File: config.mk
export PLATFORM = sky130hd
export DESIGN_NAME = alss_sqrt
export DESIGN_NICKNAME = d
export VERILOG_FILES = /design/src/alss_pkg.sv /design/src/alss_sqrt.sv
export SDC_FILE = /design/constraint.sdc
export NUM_CORES = 2
export LEC_CHECK = 0
export BUFFER_PORTS_ARGS = -buffer_cell sky130_fd_sc_hd__buf_2
export CAP_MARGIN = 40
export CORE_ASPECT_RATIO = 1.5
export CORE_MARGIN = 1.5
export CORE_UTILIZATION = 58
export DETAILED_ROUTE_END_ITERATION = 8
export PLACE_DENSITY_LB_ADDON = 0.1
export REMOVE_ABC_BUFFERS = 1
export SLEW_MARGIN = 20
export SYNTH_ARGS = -nofsm -noshare
export SYNTH_HDL_FRONTEND = slang
export SYNTH_MEMORY_MAX_BITS = 65536
export SYNTH_SLANG_ARGS = --single-unit
File: constraint.sdc
create_clock -name i_clk -period 4.1 [get_ports i_clk]
set_clock_uncertainty 0.1 [all_clocks]
set_input_delay 0.82 -clock i_clk [delete_from_list [all_inputs] [get_ports i_clk]]
set_output_delay 0.82 -clock i_clk [all_outputs]
set_load 0.1 [all_outputs]
File: src/alss_pkg.sv
package alss_pkg;

    localparam int CFG_IDX_W  = 2;
    localparam int CFG_DATA_W = 16;

    localparam logic [CFG_IDX_W-1:0] CFG_LIGHT_RED        = 2'd0;
    localparam logic [CFG_IDX_W-1:0] CFG_LIGHT_GREEN      = 2'd1;
    localparam logic [CFG_IDX_W-1:0] CFG_LIGHT_BLUE       = 2'd2;
    localparam logic [CFG_IDX_W-1:0] CFG_DISTANCE_EPSILON = 2'd3;

    localparam logic [CFG_DATA_W-1:0] RST_LIGHT   = 16'd256;
    localparam logic [CFG_DATA_W-1:0] RST_EPSILON = 16'd66;

    localparam int SQ_W       = 64;
    localparam int ROOT_W     = 32;
    localparam int SQRT_STEPS = 32;

    typedef struct packed {
        logic signed [31:0] light_point_x;
        logic signed [31:0] light_point_y;
        logic signed [31:0] light_point_z;
        logic signed [31:0] hit_x;
        logic signed [31:0] hit_y;
        logic signed [31:0] hit_z;
        logic signed [15:0] light_normal_x;
        logic signed [15:0] light_normal_y;
        logic signed [15:0] light_normal_z;
        logic        [31:0] area_pdf;
    } t_in_item;

    typedef struct packed {
        logic signed [15:0] dir_x;
        logic signed [15:0] dir_y;
        logic signed [15:0] dir_z;
        logic signed [31:0] shadow_min_t;
        logic        [31:0] out_red;
        logic        [31:0] out_green;
        logic        [31:0] out_blue;
        logic               facing_away;
    } t_out_item;

endpackage

File: src/alss_sqrt.sv
module alss_sqrt #(
    parameter int SIDE_W = 1
) (
    input  logic                        i_clk,
    input  logic                        i_rst_n,
    input  logic                        i_en,
    input  logic                        i_valid,
    input  logic [alss_pkg::SQ_W-1:0]   i_sq,
    input  logic [SIDE_W-1:0]           i_side,
    output logic                        o_valid,
    output logic [alss_pkg::ROOT_W-1:0] o_root,
    output logic [SIDE_W-1:0]           o_side
);

    localparam int STEPS = alss_pkg::SQRT_STEPS;
    localparam int W     = alss_pkg::SQ_W;

    logic [W-1:0]      r_x    [STEPS];
    logic [W-1:0]      r_r    [STEPS];
    logic [SIDE_W-1:0] r_side [STEPS];
    logic [STEPS-1:0]  r_v;

    for (genvar gi = 0; gi < STEPS; gi++) begin : g_step
        localparam logic [W-1:0] BIT = W'(1) << (W - 2 - 2 * gi);
        logic [W-1:0]      p_x;
        logic [W-1:0]      p_r;
        logic [SIDE_W-1:0] p_side;
        logic              p_v;
        logic [W:0]        t;
        logic [W-1:0]      n_x;
        logic [W-1:0]      n_r;

        if (gi == 0) begin : g_first
            assign p_x    = i_sq;
            assign p_r    = '0;
            assign p_side = i_side;
            assign p_v    = i_valid;
        end else begin : g_next
            assign p_x    = r_x[gi-1];
            assign p_r    = r_r[gi-1];
            assign p_side = r_side[gi-1];
            assign p_v    = r_v[gi-1];
        end

        always_comb begin
            t = {1'b0, p_r} + {1'b0, BIT};
            if ({1'b0, p_x} >= t) begin
                n_x = p_x - t[W-1:0];
                n_r = (p_r >> 1) + BIT;
            end else begin
                n_x = p_x;
                n_r = p_r >> 1;
            end
        end

        always_ff @(posedge i_clk) begin
            if (!i_rst_n) begin
                r_v[gi] <= 1'b0;
            end else if (i_en) begin
                r_v[gi] <= p_v;
            end
            if (i_en) begin
                r_x[gi]    <= n_x;
                r_r[gi]    <= n_r;
                r_side[gi] <= p_side;
            end
        end
    end

    assign o_valid = r_v[STEPS-1];
    assign o_root  = r_r[STEPS-1][alss_pkg::ROOT_W-1:0];
    assign o_side  = r_side[STEPS-1];

endmodule

# Word level (Yosys, flattened, before mapping)
# Memory sizes are Yosys's and may differ from the RTL's.
# Cells that the tools add are included.
dict set report classes {
  muxes 66
  n_addsub 94
  magnitude_cmp 32
}
# operator n
set ops {}
lappend ops {{2-to-1 mux 64 bit} 63}
lappend ops {{greater-or-equal comparator 64 x 65 -> 1 bit} 31}
lappend ops {{subtractor 64 bit} 31}
lappend ops {{adder 64 x 1 -> 65 bit (second input constant)} 1}
lappend ops {{adder 64 x 11 -> 65 bit (second input constant)} 1}
lappend ops {{adder 64 x 13 -> 65 bit (second input constant)} 1}
lappend ops {{adder 64 x 15 -> 65 bit (second input constant)} 1}
lappend ops {{adder 64 x 17 -> 65 bit (second input constant)} 1}
lappend ops {{adder 64 x 19 -> 65 bit (second input constant)} 1}
lappend ops {{adder 64 x 21 -> 65 bit (second input constant)} 1}
lappend ops {{adder 64 x 23 -> 65 bit (second input constant)} 1}
lappend ops {{adder 64 x 25 -> 65 bit (second input constant)} 1}
lappend ops {{adder 64 x 27 -> 65 bit (second input constant)} 1}
lappend ops {{adder 64 x 29 -> 65 bit (second input constant)} 1}
lappend ops {{adder 64 x 3 -> 65 bit (second input constant)} 1}
lappend ops {{adder 64 x 31 -> 65 bit (second input constant)} 1}
lappend ops {{adder 64 x 33 -> 65 bit (second input constant)} 1}
lappend ops {{adder 64 x 35 -> 65 bit (second input constant)} 1}
lappend ops {{adder 64 x 37 -> 65 bit (second input constant)} 1}
lappend ops {{adder 64 x 39 -> 65 bit (second input constant)} 1}
lappend ops {{adder 64 x 41 -> 65 bit (second input constant)} 1}
lappend ops {{adder 64 x 43 -> 65 bit (second input constant)} 1}
lappend ops {{adder 64 x 45 -> 65 bit (second input constant)} 1}
lappend ops {{adder 64 x 47 -> 65 bit (second input constant)} 1}
lappend ops {{45 further kinds} 46}
dict set report word_totals {
  regBits 32
  inputBits 69
  n_memories 3
  output_inout_bits 34
  word_cells 227
  ram_bits 4128
}
# name words word_bits rd rd_clocked_by_memory_dff write_ports line
set mem_list {}
lappend mem_list {r_r 32 64 32 0 32 alss_sqrt.sv:19} ;# logic [W-1:0] r_r [STEPS];
lappend mem_list {r_x 32 64 31 0 32 alss_sqrt.sv:18} ;# logic [W-1:0] r_x [STEPS];
lappend mem_list {r_side 32 1 32 0 32 alss_sqrt.sv:20} ;# logic [SIDE_W-1:0] r_side [STEPS];

# Longest topological paths before layout
# An unclocked memory read counts as a cell.
dict set report logic_depth {
  ltp_word 4
  ltp_mapped 15
  mapped_depth_nobuf 13
}

# Least setup slack after synthesis
# No wires, ideal clock.
dict set report synth_path {
  path_type {register -> register}
  from {memory r_x[1][308] (netlist name)}
  to {memory r_x[1][379] (netlist name) (data pin)}
  setup_slack_ps 295
  synth_period_minus_slack_ps 3805
  arrival_time_ps 3439
  setup_time_ps 266
  path_buffers 2
  stages_incl_launch_ff 13
  cell_sequence {edfxtp_1 > or4_1 > buf_2 > or4_4 > or4b_1 > or3_1 > or3_1 > a41o_2 > nand2b_1 > or4b_1 > buf_4 > nor3_1 > xor2_1}
}
# item line
set synth_lines {}
lappend synth_lines {{start: declaration} alss_sqrt.sv:18}

==> results_dict.tcl <==
set metrics [dict create \
    layout_commonest_cell "edfxtp_1" \
    relSlewSlack 0.376 \
    p_clk_frac 0.299 \
    core_area_um2 210000 \
    viasPerCell 5.97 \
    antenna_found_initial 9 \
    holdWs_ns 0.106 \
    finalMaxSlewViolations 0 \
    ys_types 87 \
    crit_path_end_kind "flop" \
    synthArstFlopShare 0 \
    setup_viol 0 \
    finalNonFillerCells 13400 \
    hpwl_um 236000 \
    syn_to_final_growth_pct 13.6 \
    finalHoldViolations 0 \
    mappedNetlistArea_um2 122000 \
    cp-start-kind "flop" \
    crit_arrival_ns 4.54 \
    finalCriticalPeriod_ns 4.03 \
    max_freq_mhz 248 \
    switchingPower_mw 22.0 \
    whs_endpoint "r_x[0][15]$_DFFE_PP_" \
    ios 103 \
    rows 206 \
    postPlaceCellArea_um2 130000 \
    cp_max_fo 5 \
    hold-path-cell-count 1 \
    critPathTopFamily "simple AND/OR/NAND/NOR gates" \
    synth_edf_count 2544 \
    seqPwrFrac 0.476 \
    utilization 0.662 \
    cpMaxStageDelayCell "ha_1" \
    grt_use_total 0.286 \
    crit_buf_inv 6 \
    grt_max_degree 94 \
    finalWeightedCongestion 1.01 \
    peakVddDrop_v 0.000477 \
    worstHoldStart "i_sq[15]" \
    worstReg2RegStart "r_x[1][594]$_DFFE_PP_" \
    r2r_cells 17 \
    final_cell_area_um2 139000 \
    synth-seq-cells 2576 \
    combPwrFrac 0.225 \
    io_buffers 102 \
    start_util 0.583 \
    drv_cap 0 \
    wl_um 307000 \
    synthCells 9661 \
    dieWidth_um 378 \
    required_ns 4.61 \
    finalSetupTns_ns 0 \
    detail-route-antenna-nets 0 \
    worstSetupPathType "flop to flop" \
    clk_latency_ns 0.87 \
    min_period_over_period 0.984 \
    dieArea_um2 213000 \
    cts-htree-levels 4 \
    ys.flop_type "edfxtp_1" \
    drt-initial-drc-count 6095 \
    r2r_slack_ns 0.07 \
    p_int_mw 53.3 \
    drc 0 \
    grt-ovfl-total 0 \
    clk_pin_slew_worst_paths_ns 0.07 \
    layout_common_cells "edfxtp_1 (2544), inv_1 (677), nand2_1 (614)" \
    status "completed" \
    synth.yosys.seq_area_share 0.630 \
    syn_avg_cell_area_um2 12.6 \
    power_density_nw_per_um2 543 \
    p_sw_frac 0.292 \
    wl_per_cell_um 23.0 \
    grt_pass1_wl_um 462000 \
    tightestPinTransition_ns 0.929 \
    clkSinkCount 2576 \
    drt_first_pass_iters 6 \
    final_layout_size_suffix_gt1_frac 0.111 \
    placed_cells 12900 \
    leakagePower_nw 52.8 \
    cts_buffers 236 \
    min_path_type "primary input to flop" \
    cts_tree "built" \
    clockBufferDepth 4 \
    first_global_vias 80800 \
    die_y_um 565 \
    critPathMaxStageDelay_ns 0.45 \
    ctsRootBufferMaster "clkbuf_16" \
    worstPathCellList "ha_1, nand4_1, buf_4, nor2_1, o31ai_1, buf_4, a21oi_1, buf_4, a211oi_1, buf_4, nor3_1, nor3b_1, nand3b_1, buf_4, nor2_2, xor2_1, buf_4" \
    crit_path_frequent_cell "buf_4" \
    yosysWarnings 0 \
    fin_nets 11000 \
    regToRegEndpoint "r_x[1][690]$_DFFE_PP_" \
    vias 79700 \
]
==> flip-flops by register name, indices dropped and copies added, names as in the netlist <==
| register | flops |
|---|---|
| r_r | 528 |
| r_side | 32 |
| g_step.p_v | 31 |
| r_x | 1984 |
| o_valid | 1 |
==> metal layers <==
metal	GRT usage	part of all wire	vias up
met1	0.288	0.34	38900
met5	0	0.000042	-
met4	0.183	0.072	2
met2	0.547	0.54	2395
met3	0.0363	0.045	902
li1	-	-	37500
==> layout make-up <==
cell class | count | area [µm²]
clock inverter | 144 | 1640
fill | 15200 | 70700
clock buffer | 285 | 6210
tap | 2808 | 3510
inverter | 680 | 2550
antenna | 5 | 12.5
sequential | 2576 | 77000
multi-input combinational | 6212 | 42400
timing repair buffer | 647 | 5400
==> Yosys cell counts, drive strengths merged, types with 48 or more instances <==
cell type | instances | area (µm²)
nand3 | 133 | 666
nor2 | 606 | 2270
nor2b | 112 | 701
o21ai | 475 | 2380
o31ai | 48 | 360
or3 | 107 | 669
ha | 558 | 6980
a211oi | 53 | 398
edfxtp | 2544 | 76400
a21oi | 604 | 3020
or2 | 52 | 325
xnor2 | 408 | 3570
or4 | 89 | 676
nand4 | 147 | 920
nand2 | 616 | 2310
nor3 | 285 | 1430
o21bai | 54 | 405
inv | 677 | 2540
xor2 | 462 | 4050
clkbuf | 165 | 619
nand2b | 129 | 807
o21a | 87 | 653
nor4 | 325 | 2060
a21o | 232 | 1740
mux2 | 68 | 766
nor4b | 59 | 523
mux2i | 48 | 480
==> what timing repair did <==
action,CTS,global route
setup endpoints to repair,127,125
pin swaps,3,17
setup buffers,0,10
endpoints found under the hold margin,61,0
gates resized for setup,29,70
hold buffers,61,0
==> through the flow <==
step | power, mW | setup slack [ns]
floorplan | 46.4 | -1.71
global placement | 52.5 | -1.52
detailed placement | 52.8 | -0.502
CTS | 75.4 | 0.0110
global route | 78.6 | -0.0472
finish | 75.3 | 0.0660
==> power by group through the flow <==
| stage | logic, mW | registers, mW | clock network [mW] |
|---|---|---|---|
| after floorplan | 11.1 | 35.3 | 0 |
| after CTS | 16.7 | 35.8 | 22.9 |
| after global routing | 18.6 | 36.1 | 23.8 |
| after detailed placement | 16.5 | 36.3 | 0 |
| after global placement | 16.2 | 36.3 | 0 |
| final | 17.0 | 35.9 | 22.5 |
==> cell families after synthesis <==
| kind of cell | Yosys count | share of synthesized area |
|---|---|---|
| flip-flops | 2576 | 0.630 |
| AND/OR/NAND/NOR | 2834 | 0.120 |
| multiplexers | 116 | 0.0102 |
| XOR/XNOR | 870 | 0.0624 |
| buffers and inverters | 873 | 0.0270 |
| adder cells (fa/ha/maj) | 558 | 0.0571 |
| AO/OA/AOI/OAI | 1834 | 0.0925 |
==> worst max-delay path by stage <==
stage / from / to / depth (start not counted)
after detailed placement: r_x[1][688]$_DFFE_PP_ / r_x[1][755]$_DFFE_PP_ / 11
after CTS: r_x[1][688]$_DFFE_PP_ / r_x[1][760]$_DFFE_PP_ / 12
final: r_x[1][594]$_DFFE_PP_ / r_x[1][690]$_DFFE_PP_ / 17
after global routing: r_x[1][596]$_DFFE_PP_ / r_x[1][684]$_DFFE_PP_ / 18
after global placement: r_x[1][688]$_DFFE_PP_ / r_x[1][755]$_DFFE_PP_ / 10
after floorplan: r_x[1][556]$_DFFE_PP_ / r_x[1][636]$_DFFE_PP_ / 8
(Power assumes the default switching activity.)
